<file path="src/sv/elc_pkg.sv">
// shared types, widths and status codes for the edge list canonicaliser
// no dependencies; imported by elc_cmp_unit and edge_list_canonicalizer
package elc_pkg;

	// node and field widths fixed by the transaction formats
	localparam int NODE_W = 4;
	localparam int NODES = 1 << NODE_W;
	localparam int NC_W = 5;
	localparam int KEY_W = 6;
	localparam int STATUS_W = 2;

	// graph limits
	localparam int MAX_NODES = 16;
	localparam int MAX_EDGES_DEF = 32;

	// node count register after reset
	localparam logic [NC_W-1:0] NODE_COUNT_RST = NC_W'(16);

	// result status codes
	localparam logic [STATUS_W-1:0] ST_OK = 2'd0;
	localparam logic [STATUS_W-1:0] ST_INVALID = 2'd1;
	localparam logic [STATUS_W-1:0] ST_DUPLICATE = 2'd2;
	localparam logic [STATUS_W-1:0] ST_DISCONNECTED = 2'd3;

	// canonical edge as held in the store, smaller node in the upper half
	typedef struct packed {
		logic [NODE_W-1:0] lo;
		logic [NODE_W-1:0] hi;
	} edge_t;

	// input transaction
	typedef struct packed {
		logic [NODE_W-1:0] first_node;
		logic [NODE_W-1:0] second_node;
		logic              last_edge;
	} edge_item_t;

	// result transaction
	typedef struct packed {
		logic [STATUS_W-1:0] status;
		logic [NODE_W-1:0]   low_node;
		logic [NODE_W-1:0]   high_node;
		logic [KEY_W-1:0]    seq_key;
		logic                last_result;
	} result_t;

	// flags from the shared compare and relax unit
	typedef struct packed {
		logic lt;
		logic eq;
		logic changed;
	} cmp_res_t;

endpackage

</file>
<file path="src/sv/elc_cmp_unit.sv">
// shared compare and reachability relax unit used by the sort and scan passes of the sequencer
// depends on elc_pkg for edge_t, cmp_res_t and the node width
module elc_cmp_unit import elc_pkg::*; (
	input  edge_t            a,
	input  edge_t            b,
	input  logic [NODES-1:0] reached,
	output cmp_res_t         res,
	output logic [NODES-1:0] reached_next
);

	logic [2*NODE_W-1:0] a_bits;
	logic [2*NODE_W-1:0] b_bits;
	logic                r_lo;
	logic                r_hi;

	assign a_bits = a;
	assign b_bits = b;

	// ordering by low node then high node, and equality for the duplicate scan
	assign res.lt = a_bits < b_bits;
	assign res.eq = a_bits == b_bits;

	// an edge with one reached end marks the other end reached
	assign r_lo = reached[b.lo];
	assign r_hi = reached[b.hi];
	assign res.changed = r_lo ^ r_hi;

	always_comb begin
		reached_next = reached;
		if (r_lo || r_hi) begin
			reached_next[b.lo] = 1'b1;
			reached_next[b.hi] = 1'b1;
		end
	end

endmodule

</file>
<file path="src/sv/edge_list_canonicalizer.sv">
// Edge list canonicaliser: edges load one a cycle with busy low. The final edge starts a check
// state, an insertion sort of the elements after the first that shifts larger entries up,
// relaxation passes until nothing changes (the first also finds duplicates), then output
// at one result a cycle, or one error result that ends early.
// Busy falls with the last result, so the next list may load in that cycle; the receiver
// cannot stall. Reset clears control state; the edge store is not cleared and needs no sweep.
module edge_list_canonicalizer import elc_pkg::*; #(
	parameter int MAX_EDGES = MAX_EDGES_DEF
) (
	input  logic            clk,
	input  logic            arst_n,
	input  logic            start,
	output logic            busy,
	input  edge_item_t      edge_item,
	input  logic            cfg_we,
	input  logic [NC_W-1:0] cfg_wdata,
	output logic            result_valid,
	output result_t         result
);

	localparam int AW = (MAX_EDGES > 1) ? $clog2(MAX_EDGES) : 1;
	localparam int CNT_W = $clog2(MAX_EDGES + 1);
	localparam logic [8:0] MAX_NODES_V = 9'(MAX_NODES);

	// sequencer states
	localparam logic [3:0] S_IDLE     = 4'd0;
	localparam logic [3:0] S_CHECK    = 4'd1;
	localparam logic [3:0] S_SORT_LV  = 4'd2;
	localparam logic [3:0] S_SORT_CMP = 4'd3;
	localparam logic [3:0] S_SORT_PUT = 4'd4;
	localparam logic [3:0] S_SCAN_ST  = 4'd5;
	localparam logic [3:0] S_SCAN     = 4'd6;
	localparam logic [3:0] S_OUT_ST   = 4'd7;
	localparam logic [3:0] S_OUT      = 4'd8;

	logic [3:0]       state_q, state_d;
	logic [NC_W-1:0]  node_count_q;
	logic [CNT_W-1:0] loaded_q, loaded_d;
	logic             invalid_q, invalid_d;
	logic             self_q, self_d;
	logic [NODE_W-1:0] max_hi_q, max_hi_d;
	logic [NODES-1:0] reached_q, reached_d;
	logic             changed_q, changed_d;
	logic [AW-1:0]    i_q, i_d;
	logic [AW-1:0]    j_q, j_d;
	edge_t            v_q, v_d;
	edge_t            prev_q, prev_d;
	result_t          result_q, result_d;
	logic             result_valid_q, result_valid_d;

	// edge store
	edge_t            edge_store_q [MAX_EDGES];
	edge_t            rdata_q;
	logic             mem_we;
	logic [AW-1:0]    mem_waddr;
	edge_t            mem_wdata;
	logic [AW-1:0]    mem_raddr;

	// shared unit
	edge_t            cmp_a;
	cmp_res_t         cmp_res;
	logic [NODES-1:0] reached_next;

	// misc
	logic             accept;
	edge_t            in_edge;
	logic [AW-1:0]    last_idx;
	logic             bad_args;
	logic             connected;

	assign accept = start && !busy;
	assign busy = state_q != S_IDLE;
	assign result = result_q;
	assign result_valid = result_valid_q;
	assign last_idx = AW'(loaded_q - CNT_W'(1));

	// canonical form of the incoming pair
	always_comb begin
		if (edge_item.first_node < edge_item.second_node) begin
			in_edge.lo = edge_item.first_node;
			in_edge.hi = edge_item.second_node;
		end else begin
			in_edge.lo = edge_item.second_node;
			in_edge.hi = edge_item.first_node;
		end
	end

	// argument checks against the node count as it stands now
	assign bad_args = invalid_q || self_q || (node_count_q == '0)
		|| (9'(node_count_q) > MAX_NODES_V)
		|| ({1'b0, max_hi_q} >= node_count_q);

	// every node below the node count must be reached
	always_comb begin
		connected = node_count_q <= NC_W'(NODES);
		for (int k = 0; k < NODES; k++) begin
			if ((NC_W'(k) < node_count_q) && !reached_next[k]) begin
				connected = 1'b0;
			end
		end
	end

	assign cmp_a = (state_q == S_SCAN) ? prev_q : v_q;

	elc_cmp_unit u_cmp (
		.a            (cmp_a),
		.b            (rdata_q),
		.reached      (reached_q),
		.res          (cmp_res),
		.reached_next (reached_next)
	);

	// sequencer next-state and store control
	always_comb begin
		state_d = state_q;
		loaded_d = loaded_q;
		invalid_d = invalid_q;
		self_d = self_q;
		max_hi_d = max_hi_q;
		reached_d = reached_q;
		changed_d = changed_q;
		i_d = i_q;
		j_d = j_q;
		v_d = v_q;
		prev_d = prev_q;
		result_d = result_q;
		result_valid_d = 1'b0;
		mem_we = 1'b0;
		mem_waddr = loaded_q[AW-1:0];
		mem_wdata = in_edge;
		mem_raddr = i_q;

		unique case (state_q)
			S_IDLE: begin
				if (accept) begin
					if (loaded_q < CNT_W'(MAX_EDGES)) begin
						mem_we = 1'b1;
						loaded_d = loaded_q + CNT_W'(1);
						if (in_edge.lo == in_edge.hi) begin
							self_d = 1'b1;
						end
						if (in_edge.hi > max_hi_q) begin
							max_hi_d = in_edge.hi;
						end
					end else begin
						invalid_d = 1'b1;
					end
					if (edge_item.last_edge) begin
						state_d = S_CHECK;
					end
				end
			end
			S_CHECK: begin
				if (bad_args) begin
					result_d = '{ST_INVALID, '0, '0, '0, 1'b1};
					result_valid_d = 1'b1;
					state_d = S_IDLE;
				end else if (last_idx == '0) begin
					state_d = S_SCAN_ST;
				end else begin
					i_d = AW'(1);
					mem_raddr = AW'(1);
					state_d = S_SORT_LV;
				end
			end
			S_SORT_LV: begin
				v_d = rdata_q;
				j_d = i_q;
				mem_raddr = i_q - AW'(1);
				state_d = S_SORT_CMP;
			end
			S_SORT_CMP: begin
				mem_we = 1'b1;
				mem_waddr = j_q;
				if (cmp_res.lt) begin
					// shift the larger entry up one place
					mem_wdata = rdata_q;
					if (j_q == AW'(1)) begin
						j_d = '0;
						state_d = S_SORT_PUT;
					end else begin
						j_d = j_q - AW'(1);
						mem_raddr = j_q - AW'(2);
					end
				end else begin
					mem_wdata = v_q;
					if (i_q == last_idx) begin
						state_d = S_SCAN_ST;
					end else begin
						i_d = i_q + AW'(1);
						mem_raddr = i_q + AW'(1);
						state_d = S_SORT_LV;
					end
				end
			end
			S_SORT_PUT: begin
				mem_we = 1'b1;
				mem_waddr = j_q;
				mem_wdata = v_q;
				if (i_q == last_idx) begin
					state_d = S_SCAN_ST;
				end else begin
					i_d = i_q + AW'(1);
					mem_raddr = i_q + AW'(1);
					state_d = S_SORT_LV;
				end
			end
			S_SCAN_ST: begin
				mem_raddr = '0;
				i_d = '0;
				changed_d = 1'b0;
				state_d = S_SCAN;
			end
			S_SCAN: begin
				prev_d = rdata_q;
				reached_d = reached_next;
				changed_d = changed_q || cmp_res.changed;
				if ((i_q != '0) && cmp_res.eq) begin
					result_d = '{ST_DUPLICATE, '0, '0, '0, 1'b1};
					result_valid_d = 1'b1;
					state_d = S_IDLE;
				end else if (i_q == last_idx) begin
					if (changed_q || cmp_res.changed) begin
						state_d = S_SCAN_ST;
					end else if (connected) begin
						state_d = S_OUT_ST;
					end else begin
						result_d = '{ST_DISCONNECTED, '0, '0, '0, 1'b1};
						result_valid_d = 1'b1;
						state_d = S_IDLE;
					end
				end else begin
					i_d = i_q + AW'(1);
					mem_raddr = i_q + AW'(1);
				end
			end
			S_OUT_ST: begin
				mem_raddr = '0;
				i_d = '0;
				state_d = S_OUT;
			end
			S_OUT: begin
				result_d.status = ST_OK;
				result_d.low_node = rdata_q.lo;
				result_d.high_node = rdata_q.hi;
				result_d.seq_key = KEY_W'(i_q) + KEY_W'(1);
				result_d.last_result = i_q == last_idx;
				result_valid_d = 1'b1;
				if (i_q == last_idx) begin
					state_d = S_IDLE;
				end else begin
					i_d = i_q + AW'(1);
					mem_raddr = i_q + AW'(1);
				end
			end
			default: begin
				state_d = S_IDLE;
			end
		endcase

		// end of run: back to an empty list
		if (busy && (state_d == S_IDLE)) begin
			loaded_d = '0;
			invalid_d = 1'b0;
			self_d = 1'b0;
			max_hi_d = '0;
			reached_d = NODES'(1);
		end
	end

	// control registers
	always_ff @(posedge clk or negedge arst_n) begin
		if (!arst_n) begin
			state_q <= S_IDLE;
			node_count_q <= NODE_COUNT_RST;
			loaded_q <= '0;
			invalid_q <= 1'b0;
			self_q <= 1'b0;
			max_hi_q <= '0;
			reached_q <= NODES'(1);
			changed_q <= 1'b0;
			i_q <= '0;
			j_q <= '0;
			result_valid_q <= 1'b0;
		end else begin
			state_q <= state_d;
			if (cfg_we) begin
				node_count_q <= cfg_wdata;
			end
			loaded_q <= loaded_d;
			invalid_q <= invalid_d;
			self_q <= self_d;
			max_hi_q <= max_hi_d;
			reached_q <= reached_d;
			changed_q <= changed_d;
			i_q <= i_d;
			j_q <= j_d;
			result_valid_q <= result_valid_d;
		end
	end

	// payload registers
	always_ff @(posedge clk) begin
		v_q <= v_d;
		prev_q <= prev_d;
		result_q <= result_d;
	end

	// edge store, one write and one registered read port
	always_ff @(posedge clk) begin
		if (mem_we) begin
			edge_store_q[mem_waddr] <= mem_wdata;
		end
		rdata_q <= edge_store_q[mem_raddr];
	end

endmodule
</file>
<file path="config.mk">
export PLATFORM = sky130hd
export DESIGN_NAME = edge_list_canonicalizer
export DESIGN_NICKNAME = d
export VERILOG_FILES = /design/src/sv/elc_pkg.sv /design/src/sv/elc_cmp_unit.sv /design/src/sv/edge_list_canonicalizer.sv
export SDC_FILE = /design/constraint.sdc
export NUM_CORES = 1
export LEC_CHECK = 0
export ABC_AREA = 1
export CORE_AREA = 2 2 208 148
export CTS_CLUSTER_DIAMETER = 150
export DETAILED_ROUTE_END_ITERATION = 8
export DIE_AREA = 0 0 210 150
export DONT_BUFFER_PORTS = 1
export HOLD_SLACK_MARGIN = 0.15
export PLACE_DENSITY = 0.75
export SLEW_MARGIN = 0
export SYNTH_ARGS = -nofsm -noshare
export SYNTH_HDL_FRONTEND = slang
export SYNTH_SLANG_ARGS = --single-unit
</file>
<file path="constraint.sdc">
create_clock -name clk -period 5.73 [get_ports clk]
set_input_delay 1.4325 -clock clk [delete_from_list [all_inputs] [get_ports clk]]
set_output_delay 1.4325 -clock clk [all_outputs]
set_load 0.02 [all_outputs]
</file>
**After elaboration in Yosys (flattened, before gate mapping)**

Memory sizes are Yosys's and may differ from the RTL's. A register that Yosys moved wholly into a read port is not among the register bits.
Cells that the tools add are included.

- Register bits: 82
- Bits in writable memories: 256
- Input bits: 18
- Output and inout bits: 19
- Logic and storage cells: 240
- Memories kept: 1

- Add/subtract/negate cells: 7
- $lt $le $gt $ge: 27
- Eq/ne operators: 19
- Multiplexer cells: 93
- Bitwise logic cells: 3
- Reductions and logical operators: 70

Memories:

| name | words | width | read ports | clocked after Yosys merged registers in | wr ports | line | source |
|---|---|---|---|---|---|---|---|
| edge_store_q | 32 | 8 | 1 | 1 | 1 | edge_list_canonicalizer.sv:52 | `edge_t edge_store_q [MAX_EDGES];` |

Operators with widths:

| operator | count |
|---|---|
| $mux 17 | 5 |
| $pmux 17 s3 | 1 |
| $mux 5 | 10 |
| $mux 16 | 3 |
| $mux 4 | 12 |
| $lt 4x5->1 const A | 8 |
| $mux 1 | 38 |
| $pmux 4 s9 | 1 |
| $or 16x16->16 | 2 |
| $pmux 5 s6 | 1 |
| $pmux 5 s5 | 1 |
| $mux 6 | 4 |
| $mux 8 | 3 |
| $logic_and 1x1->1 | 21 |
| $lt 3x5->1 const A | 4 |
| $logic_not 1->1 | 17 |
| $eq 4x3->1 const B | 4 |
| $pmux 8 s2 | 1 |
| $reduce_bool 2->1 | 8 |
| $mux 3 | 5 |
| $sub 5x1->5 const B | 3 |
| $logic_not 5->1 | 2 |
| $lt 1x5->1 const A | 2 |
| $lt 2x5->1 const A | 2 |
| other kinds (40) | 61 |

**Depth between registers and ports, before layout**

Gate-level depths: netlist of run 1.

- Depth in word-level cells: 34
- Gate-level depth with buffers: 32
- Depth with buffers taken out: 28

**Hierarchy**

A second synthesis of run 1 with hierarchy kept.

- Cells, all modules: 1970
- Area, all modules: 17818.3 um^2

By module, submodules not included:

| module | times used | cells each | area each (um^2) | seq. area each (um^2) |
|---|---|---|---|---|
| edge_list_canonicalizer | 1 | 1770 | 16859.9 | 10067.2 |
| elc_cmp_unit | 1 | 200 | 958.4 | 0.0 |

**Worst setup path before layout of run 1**

No wires, ideal clock.

- Path kind: reg2reg
- Start: reg state_q[3]
- End: mem edge_store_q[0][1] in the netlist's numbering, data pin
- Setup time: 377 ps
- Data arrival time: 3646 ps
- Data required time: 5353 ps
- Slack: 1708 ps
- Cell stages (with the launch flop): 20
- Buffers on the path: 3
- Clock period less this slack: 4022 ps
- Path through: dfrtp_1 -> inv_1 -> nand2_1 -> inv_1 -> nand2_1 -> inv_1 -> buf_2 -> buf_1 -> nand2_1 -> nand2_1 -> ha_1 -> nand2_1 -> inv_1 -> nor2_1 -> o21a_1 -> nand2_1 -> nor2_1 -> clkbuf_1 -> a221oi_1 -> a21oi_1

RTL lines:

| element | line | source |
|---|---|---|
| start: declaration | edge_list_canonicalizer.sv:36 | `logic [3:0] state_q, state_d;` |
| start signal: assignment | edge_list_canonicalizer.sv:286 | `state_q <= state_d;` |
| end: declaration | edge_list_canonicalizer.sv:52 |  |

**Worst setup path in the final report of run 1**

- Start: reg state_q[3]
- End: reg rdata_q[1] (netlist name)

- Cells in the longest elaborated chain, start to end: 6
- Elaborated cells on any way between the ends: 17
- Classes of those cells: order compare: 1; eq/ne: 9; mux: 4; reduce/logical: 3

RTL lines:

| element | line | source |
|---|---|---|
| branches (longest 5 deep; another with $lt 8x8->1) | -- |  |
| $pmux 5 s6 * | edge_list_canonicalizer.sv:133 | `unique case (state_q)` |

Every way passes the cells marked *.
A chain may end at the register's enable or synchronous reset.

==> reports/results.ini, run 1 <==
[logic_synthesis]
syn_nets = 1936
synth_largest_type_area_fraction_pct = 49.5
synth-async-reset-ratio_pct = 14.2
postSynthAreaPerCell_um2 = 9.29
post_synth_instance_area_um2 = 17500
yosys-top-cells-count = sky130_fd_sc_hd__nand2_1 (439), sky130_fd_sc_hd__nand3_1 (331), sky130_fd_sc_hd__edfxtp_1 (289)
yosysWarningCount = 0
synth-simple-area-share_pct = 25.1
synth-edff-count = 289
synthesized_area_fraction_occupied_by_ao_oa_aoi_and_oai_cells_pct = 6.46
synth_adder_area_share_pct = 2.28
synth_top_family_by_area = simple AND/OR/NAND/NOR gates
yosys.area.top_type = sky130_fd_sc_hd__edfxtp_1
synth-xor-area-share_pct = 0.400
ys_types = 54
synthTopCellsByArea = sky130_fd_sc_hd__edfxtp_1 (50%), sky130_fd_sc_hd__nand3_1 (9.5%), sky130_fd_sc_hd__nand2_1 (9.4%)
synth_seq_cells = 346
synth.area.mux_share_pct = 0.0571
syn-instance-count = 1886
dominantRegCellSynth = sky130_fd_sc_hd__edfxtp_1
yosys.cell_count.top_type = sky130_fd_sc_hd__nand2_1
sequential_fraction_of_the_synthesis_area_pct = 57.4

[place]
numPlacedInstances = 2214
dpl-instance-area_um2 = 17800
preCtsSetupSlack_ps = 772
gpl.final_weighted_congestion = 0.974
io_buffers = 0
post-dp-hpwl_um = 31400

[drt]
routed-via-count = 13700
drt_wl_total_um = 47700
firstDrtPassIters = 6
avgRoutedWirePerCell_um = 20.9
post_drt_via_cell_ratio = 6.00
ant_nets = 0
drt_iter0_markers = 1987
drc = 0

[cells_and_area]
area_delta_synth_final_pct = 7.70
final_nets = 1916
non_filler_instances = 2277
share_of_post_route_cells_with_drive_strength_above_1_pct = 7.09
finish.instance_area_um2 = 18900

[clock_network]
cts_buffer_depth = 3
post_cts_resized = 0
worst_skew_pair.late_latency_ps = 540
ctsHtreeMaxLevel = 2
tritoncts = yes
ctsRootBufferMaster = sky130_fd_sc_hd__clkbuf_16
clkTransAtPathRegs_ps = 70
holdBufCountCts = 0
cts_setup_buffers = 0
numClockSinks = 346
number_of_buffers_created_by_cts = 35

[sta]
maxSlewHeadroom_pct = 26.0
timing.final.crit_period_ps = 5150
worst_slack_ps = 582
rsz0062_at_grt = no
timing.final.crit_share_pct = 89.8
totalNegativeSetupSlack_ps = 0
final_hold_viol_count = 0
setup_viol_count_final = 0
timing_worst_slew_pin_value_ps = 1110
final_max_slew_viol_count = 0
highest_clock_frequency_the_design_can_meet_mhz = 194
final_clock_skew_ps = 21.1

[run]
drv.max_cap_violation_count = 0

[floorplan]
floorplan.die.height_um = 150
core_region_area_um2 = 29600
die_w_um = 210
initial_core_util_pct = 59.1
row_count = 53
floorplan.die_area_um2 = 31500
floorplan.io_pins = 37

[setup_path]
crit_arrival_ps = 5610
cp_data_required_time_ps = 6190
worstSetupEndpointType = flop
crit_type = reg -> reg
critPathLaunchType = flop
timing.critical_path.fanout_max = 52

[grt]
global_route_wire_length_before_repair_um = 73600
globalRouteTotalUtil_pct = 31.0
antenna_found_initial = 1
grt_pass1_vias = 12700
grt_start_max_net_pins = 129
grt_overflow_total = 0

[worst_hold_path]
worstHoldPathType = reg -> reg

[outcome]
status = complete, no violations

[state kept, by name, indices dropped and copies added, names as in the netlist, 5 cells and up]
name          cells
edge_store_q    256
i_q               5
j_q               5
loaded_q          6
node_count_q      5
prev_q            8
rdata_q           8
reached_q        16
result           17
v_q               8
[area by class of cell]
class | count | area, um^2
timing repair buffer | 26 | 220
sequential | 346 | 10100
clock buffer | 48 | 987
antenna | 1 | 2.50
clock inverter | 14 | 78.8
multi-input combinational | 1200 | 6070
tap | 385 | 482
inverter | 257 | 965
fill | 2399 | 10800
[cell families (layout without fill, tap and decap cells)]
family / after synthesis / after routing
compound gates: 183 / 183
xor+xnor: 8 / 8
fa+ha+maj: 32 / 32
buf+inv: 340 / 345
flops: 346 / 346
mux: 1 / 1
other cells: 0 / 1
simple gates: 976 / 976
[per-layer routing]
| layer | up-vias | GRT usage [%] | share of wire (%) |
|---|---|---|---|
| met1 | 6491 | 47.8 | 45 |
| met5 | - | 0 | 0 |
| met4 | 0 | 8.26 | 2.0 |
| li1 | 6339 | - | - |
| met2 | 743 | 42.7 | 41 |
| met3 | 85 | 8.71 | 12 |
[placed cells by master, fill, tap and decap left out, types with 9 or more instances in the layout]
cell,Yosys,routed
sky130_fd_sc_hd__o21ai_0,63,63
sky130_fd_sc_hd__a21oi_1,53,49
sky130_fd_sc_hd__nand2_1,439,437
sky130_fd_sc_hd__inv_1,240,240
sky130_fd_sc_hd__buf_4,18,24
sky130_fd_sc_hd__nor3_1,9,9
sky130_fd_sc_hd__clkbuf_1,22,9
sky130_fd_sc_hd__nor2_1,118,117
sky130_fd_sc_hd__clkbuf_16,0,37
sky130_fd_sc_hd__ha_1,32,32
sky130_fd_sc_hd__edfxtp_1,289,289
sky130_fd_sc_hd__dfrtp_1,47,47
sky130_fd_sc_hd__inv_2,15,15
sky130_fd_sc_hd__nand3b_1,40,40
sky130_fd_sc_hd__nand3_1,331,331
[critical path: stages, from the launching register on]
cell	delay, ps
sky130_fd_sc_hd__dfrtp_1	430
sky130_fd_sc_hd__inv_1	60
sky130_fd_sc_hd__nand2_1	160
sky130_fd_sc_hd__inv_1	60
sky130_fd_sc_hd__nand2_1	350
sky130_fd_sc_hd__inv_1	360
sky130_fd_sc_hd__nand2_1	140
sky130_fd_sc_hd__nand2_1	70
sky130_fd_sc_hd__ha_1	290
sky130_fd_sc_hd__nand2_1	70
sky130_fd_sc_hd__nor2_1	240
sky130_fd_sc_hd__nand2_1	100
sky130_fd_sc_hd__nand2_1	220
sky130_fd_sc_hd__nor2_1	70
sky130_fd_sc_hd__buf_4	190
sky130_fd_sc_hd__inv_1	280
sky130_fd_sc_hd__nor2_1	70
sky130_fd_sc_hd__nor2_1	100
sky130_fd_sc_hd__nand3_1	150
sky130_fd_sc_hd__o21bai_4	140
sky130_fd_sc_hd__buf_4	580
sky130_fd_sc_hd__buf_4	340
sky130_fd_sc_hd__nand3_1	100
sky130_fd_sc_hd__nand3_1	140
sky130_fd_sc_hd__nand3_1	100
sky130_fd_sc_hd__nand2_1	120
sky130_fd_sc_hd__nand2_1	70
sky130_fd_sc_hd__nand2_1	90
[worst paths after layout]
check | slack, ps | startpoint | end | depth (start not counted)
min reg2reg | 520 | invalid_q | invalid_q | 2
max | 580 | state_q[3] | rdata_q[1] | 27
min in group asynchronous | 600 | arst_n | i_q[4] | 0
min | 520 | invalid_q | invalid_q | 2
max reg2reg | 580 | state_q[3] | rdata_q[1] | 27
max in group asynchronous | 4930 | arst_n | node_count_q[4] | 0
[metrics by stage]
stage          util, %  hold WS, ps
2_1_floorplan        -          464
3_3_place_gp      60.1          478
3_5_place_dp      60.1          499
4_1_cts           63.7          513
5_1_grt           63.7          522
6_report          63.7          519
Power of run 1 is not shown: default switching activity piles up to over one toggle a cycle in this logic, so the estimate is an artifact.
==> inputs of run 2 (changes only) <==
Settings changed: MAX_ROUTING_LAYER from default to met4.
==> reports/results.ini, run 2 (synthesis results as in run 1) <==
[setup_path]
timing.critical_path.fanout_max = 34  ; was 52
crit_type = reg -> reg  ; unchanged
worstSetupEndpointType = flop  ; unchanged
worst-r2r-cell-count = 27  ; unchanged
crit_arrival_ps = 5820  ; was 5610 ps
cp_data_required_time_ps = 6200  ; was 6190 ps
slowest_delay_ps = 500  ; was 580 ps
most_frequent_cell_on_the_critical_path = sky130_fd_sc_hd__nand2_1  ; unchanged
critical_path.slowest_cell = sky130_fd_sc_hd__clkinvlp_4  ; was sky130_fd_sc_hd__buf_4
critPathLaunchType = flop  ; unchanged

[floorplan]
floorplan.io_pins = 37  ; unchanged
core_region_area_um2 = 29600  ; unchanged
floorplan.die_area_um2 = 31500  ; unchanged
floorplan.die.height_um = 150  ; unchanged
initial_core_util_pct = 59.1  ; unchanged
row_count = 53  ; unchanged
die_w_um = 210  ; unchanged

[sta]
setup_viol_count_final = 0  ; unchanged
totalNegativeSetupSlack_ps = 0  ; unchanged
maxSlewHeadroom_pct = 20.8  ; was 26.0%
holdWs_ps = 506  ; was 519 ps
timing_worst_slew_pin_value_ps = 1190  ; was 1110 ps
final_max_slew_viol_count = 0  ; unchanged
timing.final.crit_share_pct = 93.2  ; was 89.8%
timing.final.crit_period_ps = 5340  ; was 5150 ps
final_hold_viol_count = 0  ; unchanged
final_clock_skew_ps = 15.2  ; was 21.1 ps
rsz0062_at_grt = no  ; unchanged
highest_clock_frequency_the_design_can_meet_mhz = 187  ; was 194 MHz

[cells_and_area]
top_reg_by_flops = edge_store_q  ; unchanged
antenna_cells_inserted = 0  ; was 1
share_of_post_route_cells_with_drive_strength_above_1_pct = 7.66  ; was 7.09%
layout_common_cells = sky130_fd_sc_hd__nand2_1 (437), sky130_fd_sc_hd__nand3_1 (331), sky130_fd_sc_hd__edfxtp_1 (289)  ; unchanged
area_delta_synth_final_pct = 8.54  ; was 7.70%
finalCoreUtilization_pct = 64.2  ; was 63.7%
largest_register_ffs = 256  ; unchanged
finish.instance_area_um2 = 19000  ; was 18900 um^2
final_nets = 1917  ; was 1916
final_common_cell = sky130_fd_sc_hd__nand2_1  ; unchanged

[clock_network]
ctsRootBufferMaster = sky130_fd_sc_hd__clkbuf_16  ; unchanged
cts_setup_buffers = 0  ; unchanged
number_of_buffers_created_by_cts = 36  ; was 35
tritoncts = yes  ; unchanged
clkTransAtPathRegs_ps = 70  ; about the same
ctsHtreeMaxLevel = 2  ; unchanged
holdBufCountCts = 0  ; unchanged
numClockSinks = 346  ; unchanged
cts_buffer_depth = 3  ; unchanged
worst_skew_pair.late_latency_ps = 540  ; about the same

[drt]
post_drt_via_cell_ratio = 6.04  ; was 6.00
drc = 0  ; unchanged
drt_iter0_markers = 1961  ; was 1987
ant_nets = 0  ; unchanged
firstDrtPassIters = 5  ; was 6
drt_wl_total_um = 49000  ; was 47700 um
avgRoutedWirePerCell_um = 21.5  ; was 20.9 um
routed-via-count = 13800  ; was 13700

[grt]
globalRouteTotalUtil_pct = 32.4  ; was 31.0%
global_route_wire_length_before_repair_um = 74300  ; was 73600 um
grt_overflow_total = 0  ; unchanged
antenna_found_initial = 2  ; was 1
grt_start_max_net_pins = 129  ; unchanged
grt_pass1_vias = 12700  ; about the same

[worst_hold_path]
worstHoldPathType = reg -> reg  ; unchanged
min_delay_path_depth = 2  ; unchanged

[place]
post-dp-hpwl_um = 32100  ; was 31400 um
gpl.final_weighted_congestion = 0.955  ; was 0.974
io_buffers = 0  ; unchanged
dpl-instance-area_um2 = 17800  ; about the same

[run]
drv.max_cap_violation_count = 0  ; unchanged

[outcome]
status = complete, no violations  ; unchanged

-- run 2: routing by layer --
metal	vias up	wire length, um	global-route usage [%]
li1	6348	-	-
met1	6582	21500	48.5
met2	745	20400	43.5
met3	84	6060	8.52
met4	0	1040	8.19
met5	-	0	-
-- run 2: path summary, 6_finish.rpt --
path / start / to / slack [ps]
max reg2reg: state_q[3] / rdata_q[4] / 390
min reg2reg: self_q / self_q / 510
min in group asynchronous: arst_n / reached_q[15] / 580
min: self_q / self_q / 510
max: state_q[3] / rdata_q[4] / 390
max in group asynchronous: arst_n / reached_q[0] / 4940
-- run 2: critical path, delay by kind of cell, from the launching register on --
family	cells	cell delay (ps)
AND/OR/NAND/NOR	18	2470
buffers and inverters	7	1930
adder cells (fa/ha/maj)	1	300
AO/OA/AOI/OAI	1	140
flip-flops	1	430
-- run 2: final cells by class --
cell class                      count  area (um^2)
Timing Repair inverter              1         5.00
Fill cell                        2439        10600
Multi-Input combinational cell   1200         6070
Inverter                          257          968
Clock buffer                       41          982
Tap cell                          385          482
Sequential cell                   346        10100
Timing Repair Buffer               25          238
Clock inverter                     22          206
-- run 2: metrics by stage --
stage | cells | setup slack, ps
floorplan | 1886 | 1710
global placement | 2213 | 617
detailed placement | 2213 | 525
CTS | 2276 | 492
global route | 2277 | 66.5
finish | 2277 | 387
-- run 2: timing repair --
item                                    4_1_cts  5_1_grt
hold endpoints to repair                      0        0
gates resized for setup                       0        1
endpoints found under the setup margin        0        2
Power of run 2 is left out for the same reason.
==> inputs of run 3 (changes only) <==
Settings changed: ABC_AREA 1 to default, CORE_AREA 2 2 208 148 to 2 2 202 145, DIE_AREA 0 0 210 150 to 0 0 204 147.
==> reports/results.ini, run 3 <==
[floorplan]
core_region_area_um2 = 28200  ; was 29600 um^2
floorplan.io_pins = 37  ; unchanged
floorplan.die.height_um = 147  ; was 150 um
floorplan.die_area_um2 = 30000  ; was 31500 um^2
row_count = 52  ; was 53
initial_core_util_pct = 58.7  ; was 59.1%
die_w_um = 204  ; was 210 um

[drt]
routed-via-count = 11300  ; was 13800
highest_layer = met4  ; unchanged
post_drt_via_cell_ratio = 6.57  ; was 6.04
firstDrtPassIters = 6  ; was 5
avgRoutedWirePerCell_um = 25.4  ; was 21.5 um
met2_wirelength_um = 17800  ; was 20400 um
route.met3.wl_um = 5730  ; was 6060 um
drt-met1-wl_um = 19600  ; was 21500 um
ant_nets = 0  ; unchanged
drt_iter0_markers = 1663  ; was 1961
drt_wl_total_um = 43800  ; was 49000 um
drc = 0  ; unchanged

[sta]
final_hold_viol_count = 0  ; unchanged
final_max_slew_viol_count = 0  ; unchanged
rsz0062_at_grt = no  ; unchanged
timing_worst_slew_pin_value_ps = 1270  ; was 1190 ps
final_clock_skew_ps = 26.4  ; was 15.2 ps
timing.final.crit_period_ps = 5470  ; was 5340 ps
totalNegativeSetupSlack_ps = 0  ; unchanged
highest_clock_frequency_the_design_can_meet_mhz = 183  ; was 187 MHz
setup_viol_count_final = 0  ; unchanged
maxSlewHeadroom_pct = 15.4  ; was 20.8%
timing.final.crit_share_pct = 95.5  ; was 93.2%

[logic_synthesis]
yosys-top-cells-count = sky130_fd_sc_hd__edfxtp_1 (289), sky130_fd_sc_hd__nand2_1 (144), sky130_fd_sc_hd__nor2_1 (138)  ; was sky130_fd_sc_hd__nand2_1 (439), sky130_fd_sc_hd__nand3_1 (331), sky130_fd_sc_hd__edfxtp_1 (289)
post_synth_instance_area_um2 = 16600  ; was 17500 um^2
synth-edff-count = 289  ; unchanged
synth_seq_cells = 346  ; unchanged
synth_largest_type_area_fraction_pct = 52.4  ; was 49.5%
yosysWarningCount = 0  ; unchanged
dominantRegCellSynth = sky130_fd_sc_hd__edfxtp_1  ; unchanged
yosys.area.top_type = sky130_fd_sc_hd__edfxtp_1  ; unchanged
syn-instance-count = 1307  ; was 1886
sequential_fraction_of_the_synthesis_area_pct = 60.7  ; was 57.4%
ys_types = 98  ; was 54
synth-async-reset-ratio_pct = 14.2  ; unchanged
postSynthAreaPerCell_um2 = 12.7  ; was 9.29 um^2
synthTopCellsByArea = sky130_fd_sc_hd__edfxtp_1 (52%), sky130_fd_sc_hd__dfrtp_1 (7.1%), sky130_fd_sc_hd__mux4_2 (4.2%)  ; was sky130_fd_sc_hd__edfxtp_1 (50%), sky130_fd_sc_hd__nand3_1 (9.5%), sky130_fd_sc_hd__nand2_1 (9.4%)
syn_nets = 1357  ; was 1936
yosys.cell_count.top_type = sky130_fd_sc_hd__edfxtp_1  ; was sky130_fd_sc_hd__nand2_1

[setup_path]
worst-r2r-cell-count = 16  ; was 27
slowest_delay_ps = 600  ; was 500 ps
crit_type = reg -> reg  ; unchanged
timing.critical_path.cells = nor2b_1 -> nand3b_1 -> clkinv_1 -> nand2_1 -> nand2_1 -> ha_1 -> nand4_1 -> a211oi_1 -> o31ai_2 -> and2_1 -> o2111ai_1 -> nand3_1 -> and3_1 -> a2111oi_0 -> nor4_1 -> nor3_2
most_frequent_cell_on_the_critical_path = sky130_fd_sc_hd__nand2_1  ; unchanged
crit_arrival_ps = 5930  ; was 5820 ps
critPathLaunchType = flop  ; unchanged
critical_path.slowest_cell = sky130_fd_sc_hd__nand3_1  ; was sky130_fd_sc_hd__clkinvlp_4
worstSetupEndpointType = flop  ; unchanged
cp_data_required_time_ps = 6180  ; was 6200 ps
timing.critical_path.fanout_max = 16  ; was 34

[clock_network]
cts_setup_buffers = 0  ; unchanged
tritoncts = yes  ; unchanged
holdBufCountCts = 0  ; unchanged
cts_buffer_depth = 3  ; unchanged
post_cts_resized = 0  ; unchanged
ctsHtreeMaxLevel = 2  ; unchanged
worst_skew_pair.late_latency_ps = 540  ; about the same
number_of_buffers_created_by_cts = 34  ; was 36
numClockSinks = 346  ; unchanged
ctsRootBufferMaster = sky130_fd_sc_hd__clkbuf_16  ; unchanged
clkTransAtPathRegs_ps = 60  ; was 70 ps

[grt]
grt_pass1_vias = 10500  ; was 12700
antenna_found_initial = 2  ; unchanged
global_route_wire_length_before_repair_um = 66300  ; was 74300 um
globalRouteTotalUtil_pct = 30.9  ; was 32.4%
grt_overflow_total = 0  ; unchanged
grt_start_max_net_pins = 50  ; was 129

[cells_and_area]
layout_common_cells = sky130_fd_sc_hd__edfxtp_1 (289), sky130_fd_sc_hd__nand2_1 (144), sky130_fd_sc_hd__nor2_1 (136)  ; was sky130_fd_sc_hd__nand2_1 (437), sky130_fd_sc_hd__nand3_1 (331), sky130_fd_sc_hd__edfxtp_1 (289)
area_delta_synth_final_pct = 9.52  ; was 8.54%
largest_register_ffs = 256  ; unchanged
final_nets = 1371  ; was 1917
final_common_cell = sky130_fd_sc_hd__edfxtp_1  ; was sky130_fd_sc_hd__nand2_1
top_reg_by_flops = edge_store_q  ; unchanged
antenna_cells_inserted = 0  ; unchanged
fillerInstances = 2112  ; was 2439
share_of_post_route_cells_with_drive_strength_above_1_pct = 12.7  ; was 7.66%

[place]
gpl.final_weighted_congestion = 1.01  ; was 0.955
io_buffers = 0  ; unchanged
post-dp-hpwl_um = 30200  ; was 32100 um

[outcome]
status = complete, no violations  ; unchanged

[run]
drv.max_cap_violation_count = 0  ; unchanged

[worst_hold_path]
worstHoldPathType = reg -> reg  ; unchanged
min_delay_path_depth = 2  ; unchanged

run 3: cell count changes in the layout (fill, tap and decap cells not counted), sizes merged, moves of 20 or more:
cell / before / now
a211oi: 1 / 23
mux2i: 1 / 54
mux4: 0 / 34
buf: 25 / 45
nand4: 8 / 28
nand3b: 40 / 5
nand3: 338 / 49
o21ai: 67 / 47
nand2: 447 / 145
inv: 255 / 43
run 3: layer usage:
| metal | track usage [%] | vias up |
|---|---|---|
| met1 | 48.4 | 5592 |
| met5 | - | - |
| met2 | 39.8 | 646 |
| met3 | 9.05 | 59 |
| li1 | - | 5017 |
| met4 | 5.91 | 0 |
run 3: path summary, 6_finish.rpt:
check | start | to | slack [ps]
min in group asynchronous | arst_n | max_hi_q[2] | 590
max in group asynchronous | arst_n | reached_q[0] | 4930
max | state_q[2] | rdata_q[6] | 260
max reg2reg | state_q[2] | rdata_q[6] | 260
min | loaded_q[5] | invalid_q | 520
min reg2reg | loaded_q[5] | invalid_q | 520
run 3: critical path: cells and delay by family, from the launching register on:
kind,cells,cell delay (ps)
AO/OA/AOI/OAI,4,1920
buffers and inverters,1,420
AND/OR/NAND/NOR,10,2380
flip-flops,1,370
adder cells (fa/ha/maj),1,300
run 3: cell families after synthesis:
family                     after synthesis  share of synthesized area [%]
buffers and inverters                  111                           3.33
DFF                                    346                           60.7
AOI/OAI and AO/OA                      246                           10.6
muxes                                   96                           8.49
and+or+nand+nor                        456                           13.1
xor gates and xnor gates                20                           1.31
adders and majority gates               32                           2.42
run 3: through the flow:
step / hold slack [ps] / util, % / area (um^2) / std cells / setup slack, ps
after detailed placement: 511 / 60.5 / 17100 / 1663 / 451
after global routing: 562 / 64.3 / 18200 / 1721 / 10.8
after floorplan: 424 / - / 16600 / 1307 / 1180
after global placement: 497 / 60.5 / 17100 / 1663 / 638
final: 520 / 64.3 / 18200 / 1721 / 256
after CTS: 527 / 64.3 / 18200 / 1721 / 410
run 3: final cells by class:
type	count	area [um^2]	area share (%)
tap	378	473	2.61
sequential	346	10100	55.5
clock buffer	43	916	5.05
inverter	44	165	0.910
clock inverter	15	160	0.882
multi-input combinational	850	6010	33.1
timing repair buffer	45	363	2.00
Power of run 3 is left out for the same reason.
